## config.mk

```make
export PLATFORM = sky130hd
export DESIGN_NAME = hash_like_window_redactor_top_flat
export DESIGN_NICKNAME = d
export VERILOG_FILES = /design/src/hlwr_pkg.sv /design/src/hlwr_if.sv /design/src/hash_like_window_redactor_top.sv /design/src/hlwr_front.sv /design/src/hlwr_fifo.sv /design/src/hlwr_back.sv /design/src/flat_wrapper.sv
export SDC_FILE = /design/constraint.sdc
export NUM_CORES = 1
export LEC_CHECK = 0
export BUFFER_PORTS_ARGS = -buffer_cell sky130_fd_sc_hd__buf_2
export CORE_MARGIN = 5
export CORE_UTILIZATION = 41
export CTS_CLUSTER_SIZE = 28
export DETAILED_ROUTE_END_ITERATION = 8
export GPL_TIMING_DRIVEN = 0
export PLACE_DENSITY = 0.57
export SLEW_MARGIN = 0
export SYNTH_ARGS = -nofsm -noshare
export SYNTH_HDL_FRONTEND = slang
export SYNTH_HIERARCHICAL = 1
export SYNTH_SLANG_ARGS = --single-unit
export TNS_END_PERCENT = 1
```

## constraint.sdc

```tcl
create_clock -name clk -period 8.25 [get_ports clk]
set_input_delay 1.2375 -clock clk [delete_from_list [all_inputs] [get_ports clk]]
set_output_delay 1.2375 -clock clk [all_outputs]
set_load 0.02 [all_outputs]
```

## src/hlwr_pkg.sv

```systemverilog
// Shared types and constants for the hash-like window redactor.
// No dependencies; used by the interfaces, all modules and the checker.
package hlwr_pkg;

    localparam int unsigned WORD_W      = 64;
    localparam int unsigned BYTES_W     = 4;
    localparam int unsigned THRESH_W    = 5;
    localparam int unsigned CFG_INDEX_W = 3;

    localparam logic [BYTES_W-1:0]  WORD_BYTES = 4'd8;
    localparam logic [7:0]          HIGH_BYTE_MIN = 8'h80;

    localparam logic [THRESH_W-1:0] MIN_NONZERO_RST    = 5'd8;
    localparam logic [THRESH_W-1:0] MIN_HIGH_BYTES_RST = 5'd5;
    localparam logic [THRESH_W-1:0] MAX_EQUAL_RUN_RST  = 5'd4;

    typedef enum logic [CFG_INDEX_W-1:0] {
        CFG_CANARY_LOW     = 3'd0,
        CFG_CANARY_HIGH    = 3'd1,
        CFG_MIN_NONZERO    = 3'd2,
        CFG_MIN_HIGH_BYTES = 3'd3,
        CFG_MAX_EQUAL_RUN  = 3'd4
    } cfg_index_t;

    // One classified input transaction: the held word's result and the new word's
    typedef struct packed {
        logic [WORD_W-1:0]  held_word;
        logic [BYTES_W-1:0] held_bytes;
        logic               held_repl;
        logic               has_held;
        logic [WORD_W-1:0]  new_word;
        logic [BYTES_W-1:0] new_bytes;
        logic               new_repl;
        logic               last;
    } entry_t;

endpackage

```

## src/hlwr_if.sv

```systemverilog
// Stream and configuration interfaces of the hash-like window redactor.
// Depends on hlwr_pkg for field widths.
interface hlwr_in_if;
    logic                               valid;
    logic                               ready;
    logic [hlwr_pkg::WORD_W-1:0]        data_word;
    logic [hlwr_pkg::BYTES_W-1:0]       bytes_valid;
    logic                               last_word;

    modport source (output valid, data_word, bytes_valid, last_word, input ready);
    modport sink   (input valid, data_word, bytes_valid, last_word, output ready);
endinterface

interface hlwr_out_if;
    logic                               valid;
    logic                               ready;
    logic [hlwr_pkg::WORD_W-1:0]        out_word;
    logic [hlwr_pkg::BYTES_W-1:0]       out_bytes_valid;
    logic                               was_replaced;
    logic                               end_of_buffer;

    modport source (output valid, out_word, out_bytes_valid, was_replaced, end_of_buffer,
                    input ready);
    modport sink   (input valid, out_word, out_bytes_valid, was_replaced, end_of_buffer,
                    output ready);
endinterface

interface hlwr_cfg_if;
    logic                               valid;
    logic                               ready;
    logic [hlwr_pkg::CFG_INDEX_W-1:0]   index;
    logic [hlwr_pkg::WORD_W-1:0]        data;

    modport source (output valid, index, data, input ready);
    modport sink   (input valid, index, data, output ready);
endinterface

```

## src/hash_like_window_redactor_top.sv

```systemverilog
// Top level of the hash-like window redactor.
// Depends on hlwr_pkg, hlwr_if, hlwr_front, hlwr_fifo and hlwr_back.
//
// Usage:
//   item   : buffer words, 8 bytes each, earliest byte in bits 7:0; last_word
//            marks the final word. One per cycle unless the queue fills.
//   result : the same words one transaction late, or canary halves where a
//            16-byte window (held word + new word) looked like a hash.
//   cfg    : register writes (canary_low/high, thresholds); always ready.
//            Write only while the block is idle.
// Order: result.valid for a held word rises only after the next item
// transaction has been written into the queue and then loaded into the
// output register. A last_word item with a held word yields two result
// transactions; the queue absorbs this, so item keeps one per cycle on
// average if result keeps up.
// The front-end classifies in the accept cycle; the queue of FIFO_DEPTH
// entries plus the output register decouple it from result stalls. When the
// queue fills, item.ready drops until result drains.
// Reset clears the held word, the queue and the output valid flag, and loads
// the threshold defaults (8, 5, 4) and zero canary.
module hash_like_window_redactor_top #(
    parameter int unsigned FIFO_DEPTH = 4
) (
    input  logic        clk,
    input  logic        rst_n,
    hlwr_in_if.sink     item,
    hlwr_out_if.source  result,
    hlwr_cfg_if.sink    cfg
);

    logic             q_full;
    logic             q_push;
    logic             q_pop;
    logic             q_head_valid;
    hlwr_pkg::entry_t q_push_entry;
    hlwr_pkg::entry_t q_head;

    hlwr_front u_front (
        .clk     (clk),
        .rst_n   (rst_n),
        .item    (item),
        .cfg     (cfg),
        .q_full  (q_full),
        .q_push  (q_push),
        .q_entry (q_push_entry)
    );

    hlwr_fifo #(
        .DEPTH (FIFO_DEPTH)
    ) u_fifo (
        .clk        (clk),
        .rst_n      (rst_n),
        .push       (q_push),
        .push_entry (q_push_entry),
        .full       (q_full),
        .pop        (q_pop),
        .head_valid (q_head_valid),
        .head       (q_head)
    );

    hlwr_back u_back (
        .clk        (clk),
        .rst_n      (rst_n),
        .head_valid (q_head_valid),
        .head       (q_head),
        .pop        (q_pop),
        .result     (result)
    );

endmodule

```

## src/hlwr_front.sv

```systemverilog
// Front end: config registers, held word, and the 16-byte window classifier.
// Depends on hlwr_pkg and hlwr_if; feeds hlwr_fifo with entry_t records.
module hlwr_front (
    input  logic            clk,
    input  logic            rst_n,
    hlwr_in_if.sink         item,
    hlwr_cfg_if.sink        cfg,
    input  logic            q_full,
    output logic            q_push,
    output hlwr_pkg::entry_t q_entry
);

    logic [hlwr_pkg::WORD_W-1:0]   canary_low_reg;
    logic [hlwr_pkg::WORD_W-1:0]   canary_high_reg;
    logic [hlwr_pkg::THRESH_W-1:0] min_nonzero_reg;
    logic [hlwr_pkg::THRESH_W-1:0] min_high_bytes_reg;
    logic [hlwr_pkg::THRESH_W-1:0] max_equal_run_reg;

    logic [hlwr_pkg::WORD_W-1:0]   held_word_reg, held_word_next;
    logic [hlwr_pkg::BYTES_W-1:0]  held_bytes_reg, held_bytes_next;
    logic                          held_present_reg, held_present_next;
    logic                          held_is_canary_reg, held_is_canary_next;

    logic [hlwr_pkg::BYTES_W-1:0]  bv_clamped;
    logic                          accept;
    logic                          try_window;
    logic                          hit;

    // Window test over held word (bytes 0..7) and new word (bytes 8..15).
    function automatic logic window_ok(
        input logic [hlwr_pkg::WORD_W-1:0]   lo,
        input logic [hlwr_pkg::WORD_W-1:0]   hi,
        input logic [hlwr_pkg::THRESH_W-1:0] min_nz,
        input logic [hlwr_pkg::THRESH_W-1:0] min_hi,
        input logic [hlwr_pkg::THRESH_W-1:0] max_run
    );
        logic [2*hlwr_pkg::WORD_W-1:0] win;
        logic [7:0]                    b;
        logic [7:0]                    b_prev;
        logic [hlwr_pkg::THRESH_W-1:0] nz;
        logic [hlwr_pkg::THRESH_W-1:0] hb;
        logic [15:0]                   eq;
        logic [15:0]                   has_run;
        logic                          all_eq;
        logic                          too_long;
        win = {hi, lo};
        nz = '0;
        hb = '0;
        eq = '0;
        for (int i = 0; i < 16; i++) begin
            b = win[i*8 +: 8];
            nz = nz + hlwr_pkg::THRESH_W'(b != 8'd0);
            hb = hb + hlwr_pkg::THRESH_W'(b >= hlwr_pkg::HIGH_BYTE_MIN);
            if (i > 0) begin
                b_prev = win[(i-1)*8 +: 8];
                eq[i] = (b == b_prev);
            end
        end
        // has_run[L]: L neighboring equal pairs in a row, i.e. a run of L+1 bytes
        has_run = '0;
        for (int len = 1; len < 16; len++) begin
            for (int s = 1; s + len <= 16; s++) begin
                all_eq = 1'b1;
                for (int j = 0; j < len; j++) begin
                    all_eq = all_eq & eq[s+j];
                end
                has_run[len] = has_run[len] | all_eq;
            end
        end
        if (max_run == '0) begin
            too_long = |eq;
        end else if (max_run < 5'd16) begin
            too_long = has_run[max_run[3:0]];
        end else begin
            too_long = 1'b0;
        end
        return (nz >= min_nz) && (hb >= min_hi) && !too_long;
    endfunction

    assign cfg.ready  = 1'b1;
    assign item.ready = !q_full;
    assign accept     = item.valid && !q_full;

    assign bv_clamped = (item.bytes_valid > hlwr_pkg::WORD_BYTES) ? hlwr_pkg::WORD_BYTES
                                                                  : item.bytes_valid;

    assign try_window = held_present_reg && !held_is_canary_reg
                        && (held_bytes_reg == hlwr_pkg::WORD_BYTES)
                        && (bv_clamped == hlwr_pkg::WORD_BYTES);
    assign hit = try_window && window_ok(held_word_reg, item.data_word, min_nonzero_reg,
                                         min_high_bytes_reg, max_equal_run_reg);

    always_comb
    begin
        q_entry.held_word  = hit ? canary_low_reg : held_word_reg;
        q_entry.held_bytes = hit ? hlwr_pkg::WORD_BYTES : held_bytes_reg;
        q_entry.held_repl  = hit || held_is_canary_reg;
        q_entry.has_held   = held_present_reg;
        q_entry.new_word   = hit ? canary_high_reg : item.data_word;
        q_entry.new_bytes  = bv_clamped;
        q_entry.new_repl   = hit;
        q_entry.last       = item.last_word;
    end

    // First word of a buffer yields nothing yet, unless it is also the last word
    assign q_push = accept && (held_present_reg || item.last_word);

    always_comb
    begin
        held_word_next      = held_word_reg;
        held_bytes_next     = held_bytes_reg;
        held_present_next   = held_present_reg;
        held_is_canary_next = held_is_canary_reg;
        if (accept) begin
            if (item.last_word) begin
                held_word_next      = '0;
                held_bytes_next     = '0;
                held_present_next   = 1'b0;
                held_is_canary_next = 1'b0;
            end else begin
                held_word_next      = q_entry.new_word;
                held_bytes_next     = bv_clamped;
                held_present_next   = 1'b1;
                held_is_canary_next = hit;
            end
        end
    end

    always_ff @(posedge clk or negedge rst_n)
    begin
        if (!rst_n) begin
            held_word_reg      <= '0;
            held_bytes_reg     <= '0;
            held_present_reg   <= 1'b0;
            held_is_canary_reg <= 1'b0;
        end else begin
            held_word_reg      <= held_word_next;
            held_bytes_reg     <= held_bytes_next;
            held_present_reg   <= held_present_next;
            held_is_canary_reg <= held_is_canary_next;
        end
    end

    always_ff @(posedge clk or negedge rst_n)
    begin
        if (!rst_n) begin
            canary_low_reg     <= '0;
            canary_high_reg    <= '0;
            min_nonzero_reg    <= hlwr_pkg::MIN_NONZERO_RST;
            min_high_bytes_reg <= hlwr_pkg::MIN_HIGH_BYTES_RST;
            max_equal_run_reg  <= hlwr_pkg::MAX_EQUAL_RUN_RST;
        end else if (cfg.valid) begin
            case (cfg.index)
                hlwr_pkg::CFG_CANARY_LOW:     canary_low_reg  <= cfg.data;
                hlwr_pkg::CFG_CANARY_HIGH:    canary_high_reg <= cfg.data;
                hlwr_pkg::CFG_MIN_NONZERO:
                    min_nonzero_reg <= cfg.data[hlwr_pkg::THRESH_W-1:0];
                hlwr_pkg::CFG_MIN_HIGH_BYTES:
                    min_high_bytes_reg <= cfg.data[hlwr_pkg::THRESH_W-1:0];
                hlwr_pkg::CFG_MAX_EQUAL_RUN:
                    max_equal_run_reg <= cfg.data[hlwr_pkg::THRESH_W-1:0];
                default: ;
            endcase
        end
    end

endmodule

```

## src/hlwr_fifo.sv

```systemverilog
// Small register queue between the classifier and the output sequencer.
// Depends on hlwr_pkg for entry_t.
module hlwr_fifo #(
    parameter int unsigned DEPTH = 4
) (
    input  logic             clk,
    input  logic             rst_n,
    input  logic             push,
    input  hlwr_pkg::entry_t push_entry,
    output logic             full,
    input  logic             pop,
    output logic             head_valid,
    output hlwr_pkg::entry_t head
);

    localparam int unsigned PTR_W = (DEPTH > 1) ? $clog2(DEPTH) : 1;
    localparam int unsigned CNT_W = $clog2(DEPTH + 1);
    localparam logic [PTR_W-1:0] LAST_PTR = PTR_W'(DEPTH - 1);
    localparam logic [CNT_W-1:0] FULL_CNT = CNT_W'(DEPTH);

    hlwr_pkg::entry_t    entries [DEPTH];
    logic [PTR_W-1:0]    wr_ptr_reg, wr_ptr_next;
    logic [PTR_W-1:0]    rd_ptr_reg, rd_ptr_next;
    logic [CNT_W-1:0]    count_reg, count_next;
    logic                do_push;
    logic                do_pop;

    assign full       = (count_reg == FULL_CNT);
    assign head_valid = (count_reg != '0);
    assign head       = entries[rd_ptr_reg];
    assign do_push    = push && !full;
    assign do_pop     = pop && head_valid;

    always_comb
    begin
        wr_ptr_next = wr_ptr_reg;
        rd_ptr_next = rd_ptr_reg;
        count_next  = count_reg;
        if (do_push) begin
            wr_ptr_next = (wr_ptr_reg == LAST_PTR) ? '0 : wr_ptr_reg + 1'b1;
        end
        if (do_pop) begin
            rd_ptr_next = (rd_ptr_reg == LAST_PTR) ? '0 : rd_ptr_reg + 1'b1;
        end
        if (do_push && !do_pop) begin
            count_next = count_reg + 1'b1;
        end else if (do_pop && !do_push) begin
            count_next = count_reg - 1'b1;
        end
    end

    always_ff @(posedge clk or negedge rst_n)
    begin
        if (!rst_n) begin
            wr_ptr_reg <= '0;
            rd_ptr_reg <= '0;
            count_reg  <= '0;
        end else begin
            wr_ptr_reg <= wr_ptr_next;
            rd_ptr_reg <= rd_ptr_next;
            count_reg  <= count_next;
        end
    end

    always_ff @(posedge clk)
    begin
        if (do_push) begin
            entries[wr_ptr_reg] <= push_entry;
        end
    end

endmodule

```

## src/hlwr_back.sv

```systemverilog
// Back end: turns queued entries into one or two output words, registered.
// Depends on hlwr_pkg and hlwr_if.
module hlwr_back (
    input  logic             clk,
    input  logic             rst_n,
    input  logic             head_valid,
    input  hlwr_pkg::entry_t head,
    output logic             pop,
    hlwr_out_if.source       result
);

    logic                          out_valid_reg, out_valid_next;
    logic [hlwr_pkg::WORD_W-1:0]   out_word_reg, out_word_next;
    logic [hlwr_pkg::BYTES_W-1:0]  out_bytes_reg, out_bytes_next;
    logic                          out_repl_reg, out_repl_next;
    logic                          out_eob_reg, out_eob_next;
    logic                          second_reg, second_next;   // held word already sent
    logic                          load_ok;

    assign load_ok = !out_valid_reg || result.ready;

    always_comb
    begin
        out_valid_next = out_valid_reg && !result.ready;
        out_word_next  = out_word_reg;
        out_bytes_next = out_bytes_reg;
        out_repl_next  = out_repl_reg;
        out_eob_next   = out_eob_reg;
        second_next    = second_reg;
        pop            = 1'b0;
        if (head_valid && load_ok) begin
            out_valid_next = 1'b1;
            if (!second_reg && head.has_held) begin
                out_word_next  = head.held_word;
                out_bytes_next = head.held_bytes;
                out_repl_next  = head.held_repl;
                out_eob_next   = 1'b0;
                if (head.last) begin
                    second_next = 1'b1;
                end else begin
                    pop = 1'b1;
                end
            end else begin
                out_word_next  = head.new_word;
                out_bytes_next = head.new_bytes;
                out_repl_next  = head.new_repl;
                out_eob_next   = 1'b1;
                second_next    = 1'b0;
                pop            = 1'b1;
            end
        end
    end

    always_ff @(posedge clk or negedge rst_n)
    begin
        if (!rst_n) begin
            out_valid_reg <= 1'b0;
            second_reg    <= 1'b0;
        end else begin
            out_valid_reg <= out_valid_next;
            second_reg    <= second_next;
        end
    end

    always_ff @(posedge clk)
    begin
        out_word_reg  <= out_word_next;
        out_bytes_reg <= out_bytes_next;
        out_repl_reg  <= out_repl_next;
        out_eob_reg   <= out_eob_next;
    end

    assign result.valid           = out_valid_reg;
    assign result.out_word        = out_word_reg;
    assign result.out_bytes_valid = out_bytes_reg;
    assign result.was_replaced    = out_repl_reg;
    assign result.end_of_buffer   = out_eob_reg;

endmodule

```

## src/flat_wrapper.sv

```systemverilog
// flat-port wrapper written by rule: the top's interface ports become plain ports
module hash_like_window_redactor_top_flat 
#(
    parameter int unsigned FIFO_DEPTH = 4
)
  (clk, rst_n, item_valid, item_data_word, item_bytes_valid, item_last_word, item_ready, result_valid, result_out_word, result_out_bytes_valid, result_was_replaced, result_end_of_buffer, result_ready, cfg_valid, cfg_index, cfg_data, cfg_ready);
  hlwr_in_if item_i ();
  hlwr_out_if result_i ();
  hlwr_cfg_if cfg_i ();
  input  logic clk;
  input  logic rst_n;
  input wire logic [$bits(item_i.valid)-1:0] item_valid;
  input wire logic [$bits(item_i.data_word)-1:0] item_data_word;
  input wire logic [$bits(item_i.bytes_valid)-1:0] item_bytes_valid;
  input wire logic [$bits(item_i.last_word)-1:0] item_last_word;
  output wire logic [$bits(item_i.ready)-1:0] item_ready;
  output wire logic [$bits(result_i.valid)-1:0] result_valid;
  output wire logic [$bits(result_i.out_word)-1:0] result_out_word;
  output wire logic [$bits(result_i.out_bytes_valid)-1:0] result_out_bytes_valid;
  output wire logic [$bits(result_i.was_replaced)-1:0] result_was_replaced;
  output wire logic [$bits(result_i.end_of_buffer)-1:0] result_end_of_buffer;
  input wire logic [$bits(result_i.ready)-1:0] result_ready;
  input wire logic [$bits(cfg_i.valid)-1:0] cfg_valid;
  input wire logic [$bits(cfg_i.index)-1:0] cfg_index;
  input wire logic [$bits(cfg_i.data)-1:0] cfg_data;
  output wire logic [$bits(cfg_i.ready)-1:0] cfg_ready;
  assign item_i.valid = item_valid;
  assign item_i.data_word = item_data_word;
  assign item_i.bytes_valid = item_bytes_valid;
  assign item_i.last_word = item_last_word;
  assign item_ready = item_i.ready;
  assign result_valid = result_i.valid;
  assign result_out_word = result_i.out_word;
  assign result_out_bytes_valid = result_i.out_bytes_valid;
  assign result_was_replaced = result_i.was_replaced;
  assign result_end_of_buffer = result_i.end_of_buffer;
  assign result_i.ready = result_ready;
  assign cfg_i.valid = cfg_valid;
  assign cfg_i.index = cfg_index;
  assign cfg_i.data = cfg_data;
  assign cfg_ready = cfg_i.ready;
  hash_like_window_redactor_top #(.FIFO_DEPTH(FIFO_DEPTH)) u_core (.clk(clk), .rst_n(rst_n), .item(item_i), .result(result_i), .cfg(cfg_i));
endmodule
```

==> results of run 1 <==
## cell type report
class | count | share of cell area (%)
Inverter | 44 | 0.4060
Sequential cell | 852 | 54.40
Multi-Input combinational cell | 1371 | 28.99
Clock inverter | 42 | 1.490
Tap cell | 1254 | 3.487
Clock buffer | 133 | 5.842
Timing Repair Buffer | 221 | 3.031
Buffer | 162 | 2.291
Antenna cell | 10 | 0.05561
## critical path, stage by stage, from the launching register on
cell and delay [ps]:
dfrtp_1 490, or4_1 570, nor2_1 370, fa_1 470, inv_1 80, fa_1 440
fa_1 520, fa_1 430, ha_1 240, fa_1 470, xor2_1 180, ha_1 280
a21o_1 110, a21o_1 110, a21oi_1 80, nor3_1 480, o41ai_1 200, o41a_1 430
or2_1 230, buf_2 180, inv_4 90, buf_12 190, buf_6 190, mux2_1 440
## cell usage after synthesis (20+ instances only)
| master | instances |
|---|---|
| mux2_1 | 109 |
| nor2_1 | 36 |
| xor2_1 | 20 |
| nor3_1 | 68 |
| o21ai_0 | 24 |
| nand2_1 | 122 |
| dfrtp_1 | 218 |
| nor4_1 | 38 |
| ha_1 | 26 |
| buf_6 | 30 |
| xnor2_1 | 107 |
| a221o_1 | 59 |
| nor3b_1 | 66 |
| mux2_2 | 161 |
| fa_1 | 21 |
| inv_1 | 42 |
| buf_2 | 21 |
| nand4_1 | 33 |
| nand2_2 | 138 |
| mux4_2 | 140 |
| clkbuf_1 | 85 |
| edfxtp_1 | 630 |
| nand3b_1 | 65 |
## power groups by stage
stage               clock, mW  combinational [mW]  sequential (mW)
detailed placement          0                5.70             6.50
floorplan                   0                3.75             6.60
global placement            0                5.52             6.58
global route             4.73                6.14             6.51
finish                   4.45                5.61             6.43
CTS                      4.55                5.73             6.43
## per-stage QoR
| stage | hold WS [ps] | setup TNS [ps] | area (um2) | util [%] | power [mW] |
|---|---|---|---|---|---|
| finish | 365.7 | 0 | 45000 | 48.07 | 16.49 |
| global placement | 463.8 | -636590 | 41350 | 44.17 | 12.10 |
| detailed placement | 476.0 | 0 | 41670 | 44.52 | 12.21 |
| CTS | 323.3 | 0 | 44970 | 48.04 | 16.71 |
| floorplan | 447.1 | 0 | 38730 | - | 10.35 |
| global route | 338.9 | 0 | 44980 | 48.05 | 17.38 |
## how the worst max path moves through the flow
| stage | from | end | slack, ps | depth (start not counted) |
|---|---|---|---|---|
| final | u_core/u_front/held_word_reg[28] | u_core/u_fifo/entries[1][128] | 680 | 23 |
| after global routing | item_data_word[31] | u_core/u_fifo/entries[3][128] | 460 | 23 |
| after CTS | u_core/u_front/held_word_reg[28] | u_core/u_fifo/entries[2][52] | 780 | 23 |
| after detailed placement | item_data_word[31] | u_core/u_fifo/entries[1][52] | 100 | 23 |
| after global placement | item_last_word | u_core/u_fifo/entries[3][36] | -2320 | 8 |
| after floorplan | item_data_word[56] | u_core/u_fifo/entries[0][130] | 1360 | 22 |
## cells by family (layout without fill, tap and decap cells)
family                   Yosys count  after routing  synth area share, %
flip-flops                       852            852                63.21
AO/OA/AOI/OAI                    158            158                3.289
XOR/XNOR                         127            127                2.872
AND/OR/NAND/NOR                  628            628                9.579
other                              1             11             0.009683
multiplexers                     410            410                15.99
adder cells (fa/ha/maj)           47             47                1.925
buffers and inverters            206            602                3.127
## metal layers
layer  vias to the layer above  part of all wire, %  wire (um)
met5                         -                0.012         13
met4                         2                  3.1       3442
met3                       194                  7.3       8067
met2                       822                   48      53420
met1                     11880                   42      46320
li1                      10020                    -          -
==> run metrics, run 1 <==
status completed; synthesized area about 39000 um2; Clock Latency Late Sink 660 ps; clock sink total about 850; Die ar. a little over 100000 um2; Seq pwr share 39.0%; post-synthesis instance total ~2.4k; largest area contributor in the netlist edfxtp_1; Core Area 93610 um2; root buf cell clkbuf_16; Reg2Reg Depth 23; top cell type's share of synthesized area 48.85%; Comb power frac 34.0%; maximum VDD drop 0.2026 mV; fill count about 8.1k; NetSw between 5 and 6 mW; Avg Cell Area, Syn 15.94 um2; Routed WL per cell 27.21 um; Max clock buf depth 3; crit path DAT 7940 ps; EDFF count, synth 630; most frequent cells in the layout edfxtp_1 (630), buf_2 (230), dfrtp_1 (218); Sw Share 33.04%; post-route ant nets 0; via count of the routed design 22.92k; initial antenna violation count 14; row count 112; Final GP Congestion approximately 0.86; drt total wl 111.3 mm; Vias/cell approximately 5.6; max reg flops 560; ys async rst share a little over a quarter; startpoint types flop; Critical Path Sink Type flop; fin crit period 7573 ps; Area growth syn-to-layout 16.18%; First-pass DRT Iterations 6; reg2reg setup slack about 680 ps; CTS resizes 0; Seq/Total Area, Yosys between 60% and 70%; sequential cell area 24480 um2; largest net degree at the start of global routing 110; final setup violation count 0; Tot GR Track Use between 20 and 25%; global route overflow 0; R2R Path End u_core/u_fifo/entries[1][128]; CP required 8620 ps; Die H 317.3 um; Worst slew margin 15.38%; Post-Layout Cell Count 4089; met2 Track Usage GR 35.87%; Setup Crit Path Kind reg -> reg; synth top area cells edfxtp_1 (49%), dfrtp_1 (14%), mux4_2 (8.1%); cts hold-fix bufs 0; IO buf count 210; global-route wire length before repair ~160 mm; Worst R2R Start u_core/u_front/held_word_reg[28]; Max Slew Vio Count 0; clock-pin slew on the worst setup and hold paths 60 ps; CP max FO 10; #FFs+latches synth 852; worst slack at placement 97.33 ps; DRC 0; post-DP HPWL 79.89 mm; busiest grt layer met2; Clk network pwr share 27.0%; RSZ-0062 raised after global routing false; Initial DRC Count around 1.9k; Hold Fails Final Rpt 0; setup ws final 677.2 ps; Unique masters post-synth slightly above 70; Placed Cells roughly 3.9k; multi-input logic area 13050 um2; actual slew at the worst max-slew pin 1260 ps; Initial Util 41.37%; max-cap violations 0; Synth Net Count 2617; Final #Nets 2933; M3 GR Usage 5.142%; Biggest register u_core/u_fifo/entries; number of H-tree levels 3; most common cell after layout, fill and taps aside edfxtp_1; CTS Buf Count 93; vias in the first global route roughly 24k; IO Pins 214; CTS tree done; power per cell area between 300 and 400 nW/um2; hold crit path type in -> async; leakage 16.05 nW; share of layout cells above drive strength 1 31.61%; GR Util met1 29.61%; Int Pwr 11.04 mW; Layout Skew 14.82 ps; period utilisation layout 91.79%; post-CTS setup buffers 0; fmax 132.1 MHz; Post-synth top flop edfxtp_1; Yosys warnings 6; Die X about 320 um
(Power assumes the default switching activity.)
==> inputs of run 2 (changes only) <==
--- a/config.mk
+++ b/config.mk
@@ -7,11 +7,11 @@
 export LEC_CHECK = 0
 export BUFFER_PORTS_ARGS = -buffer_cell sky130_fd_sc_hd__buf_2
 export CORE_MARGIN = 5
-export CORE_UTILIZATION = 41
+export CORE_UTILIZATION = 61
 export CTS_CLUSTER_SIZE = 28
 export DETAILED_ROUTE_END_ITERATION = 8
 export GPL_TIMING_DRIVEN = 0
-export PLACE_DENSITY = 0.57
+export PLACE_DENSITY = 0.8
 export SLEW_MARGIN = 0
 export SYNTH_ARGS = -nofsm -noshare
 export SYNTH_HDL_FRONTEND = slang
==> run 2 against run 1 <==
  * Clock skew grew 2.6 ps
  * Global-route usage grew 8.9 points
  * Non-clock buffer count is the same
  * Fmax grew 3.2%
  * Clock power shrank 14%
  * Largest power group unchanged
  * Critical path type is now in -> reg
==> run metrics, run 2 (synthesis results as in run 1) <==
status completed; global route overflow 0 (unchanged); Final #Nets 2926 (-0.24%); fill count 4022 (-51%); Area growth syn-to-layout 13.40%; row count 92 (-18%); Vias/cell 6.499 (+16%); final setup violation count 0 (unchanged); fin crit period 7339 ps (-233.7 ps); Final GP Congestion 0.8993 (+4.0%); worst path cell trace buf_2 -> nor4_1 -> nand2_1 -> fa_1 -> fa_1 -> fa_1 -> fa_1 -> ha_1 -> fa_1 -> xor2_1 -> ha_1 -> a21o_1 -> a21o_1 -> a21oi_1 -> nor3_1 -> o41ai_1 -> o41a_1 -> or2_1 -> buf_2 -> inv_4 -> buf_12 -> buf_6 -> mux2_1; vias in the first global route 24.65k (+1.8%); CTS resizes 0 (unchanged); placed cell areas 41140 um2 (-1.3%); via count of the routed design 23.78k (+3.8%); cell family with most CP delay adder cells; most frequent cells in the layout edfxtp_1 (630), buf_2 (231), dfrtp_1 (218); initial antenna violation count 3 (-11); CP bufs+invs 5 (unchanged); maximum VDD drop 0.2431 mV (+20%); actual slew at the worst max-slew pin 1323 ps (+63.24 ps); Int Pwr 10.51 mW (-4.8%); Die H 262.0 um (-17%); most common cell after layout, fill and taps aside edfxtp_1; period utilisation layout 88.96% (-2.8 points); Critical Path Sink Type flop; root buf cell clkbuf_16; Seq pwr share 40.5% (+1.5 points); post-route ant nets 0 (unchanged); share of layout cells above drive strength 1 31.07% (-0.55 points); Worst slew margin 11.81% (-3.6 points); Tot GR Track Use 30.91% (+8.9 points); Design Area, Final 43920 um2 (-2.4%); startpoint types input pin; Clock Latency Late Sink 650 ps (about the same); Setup TNS 0 ps (unchanged); IO buf count 210 (unchanged); largest net degree at the start of global routing 115 (+4.5%); CP max FO 10 (unchanged); Layout Skew 17.45 ps (+2.629 ps); max-cap violations 0 (unchanged); global-route wire length before repair 156.9 mm (-3.5%); Sw Share 33.96% (+0.92 points); post-CTS setup buffers 0 (unchanged); Comb power frac 35.4% (+1.4 points); Initial Util 61.51% (+20 points); DRC 0 (unchanged); worst slack at placement 443.6 ps (+346.3 ps); Biggest register u_core/u_fifo/entries; Core Area 62970 um2 (-33%); IO Pins 214 (unchanged); Initial DRC Count 2645 (+40%); leakage 15.78 nW (-1.6%); power per cell area 362.3 nW/um2 (-1.1%); Hold Fails Final Rpt 0 (unchanged); number of H-tree levels 3 (unchanged); Crit-path slowest cell fa_1; drt total wl 105.5 mm (-5.2%); Routed WL per cell 28.83 um (+5.9%); clock sink total 852 (unchanged); Die ar. 68630 um2 (-32%); crit path DAT 7690 ps (-250 ps); post-DP HPWL 72.01 mm (-9.9%); Setup Crit Path Kind in -> reg; CP max stage delay 570 ps (about the same); fmax 136.3 MHz (+3.2%); Die X 262.0 um (-17%); Post-Layout Cell Count 3658 (-11%); CTS tree done; setup ws final 910.9 ps (+233.7 ps); max reg flops 560 (unchanged); clock-pin slew on the worst setup and hold paths 60 ps (about the same); hold crit path type reg -> reg; crit-path most repeated cell fa_1; RSZ-0062 raised after global routing false; CTS Buf Count 86 (-7.5%); cts hold-fix bufs 0 (unchanged); NetSw 5.403 mW (-0.80%); Max clock buf depth 3 (unchanged); Max Slew Vio Count 0 (unchanged); Placed Cells 3496 (-10%); Clk network pwr share 24.1% (-2.9 points); First-pass DRT Iterations 5 (-1); CP required 8600 ps (-20 ps)
## run 2: cell types whose count changed in the layout (fill, tap and decap cells not counted), moves of 4 or more
cell       delta
clkbuf_16     -4
diode_2       -5
clkbuf_8      -9
bufinv_16    -11
clkinv_1      +7
clkinv_2      +5
## run 2: metrics by stage
stage                     hold WS (ps)  total power, mW  util (%)
final                            496.8            15.91     69.75
after detailed placement         482.9            12.07     65.33
after floorplan                  447.1            10.35         -
after CTS                        491.7            15.95     69.73
after global routing             522.3            16.63     69.73
after global placement           463.0            11.90     64.86
## run 2: worst register-to-register path, delay by kind of cell (launching register included)
family	cells	cell delay, ps
AO/OA/AOI/OAI	5	830
XOR/XNOR	1	180
adder cells (fa/ha/maj)	7	2820
buffers and inverters	5	770
flip-flops	1	470
multiplexers	1	430
AND/OR/NAND/NOR	4	1450
## run 2: worst paths after layout
kind / startpoint / to / slack, ps / depth (start not counted)
max in group asynchronous: rst_n / u_core/u_front/canary_high_reg[35] / 6530 / 2
worst min register to register: u_core/u_fifo/count_reg[2] / u_core/u_fifo/count_reg[2] / 500 / 1
worst max register to register: u_core/u_front/held_word_reg[28] / u_core/u_fifo/entries[1][42] / 1010 / 23
min in group asynchronous: rst_n / u_core/u_fifo/count_reg[2] / 590 / 1
worst max-delay path: item_data_word[26] / u_core/u_fifo/entries[1][42] / 910 / 23
worst min-delay path: u_core/u_fifo/count_reg[2] / u_core/u_fifo/count_reg[2] / 500 / 1
## run 2: power groups by stage
stage          registers (mW)  clock network (mW)  logic (mW)
4_1_cts                  6.43                3.88        5.65
6_report                 6.44                3.84        5.63
2_1_floorplan            6.60                   0        3.75
3_3_place_gp             6.55                   0        5.35
5_1_grt                  6.51                4.06        6.06
3_5_place_dp             6.50                   0        5.58
## run 2: final cells by class
type | count | area, um2 | share of cell area, %
Sequential cell | 852 | 24480 | 55.74
Multi-Input combinational cell | 1371 | 13050 | 29.72
Clock buffer | 117 | 2394 | 5.450
Timing Repair Buffer | 221 | 1334 | 3.037
Tap cell | 846 | 1059 | 2.410
Buffer | 162 | 1031 | 2.348
Clock inverter | 40 | 375.4 | 0.8547
Inverter | 44 | 182.7 | 0.4159
Antenna cell | 5 | 12.51 | 0.02849
## run 2: metal layers
layer | vias to the layer above | part of all wire (%) | track usage [%]
met2 | 1247 | 49 | 50.00
li1 | 9988 | - | -
met4 | 2 | 3.6 | 11.18
met1 | 12310 | 39 | 42.24
met5 | - | 0.011 | 0
met3 | 229 | 8.8 | 6.726
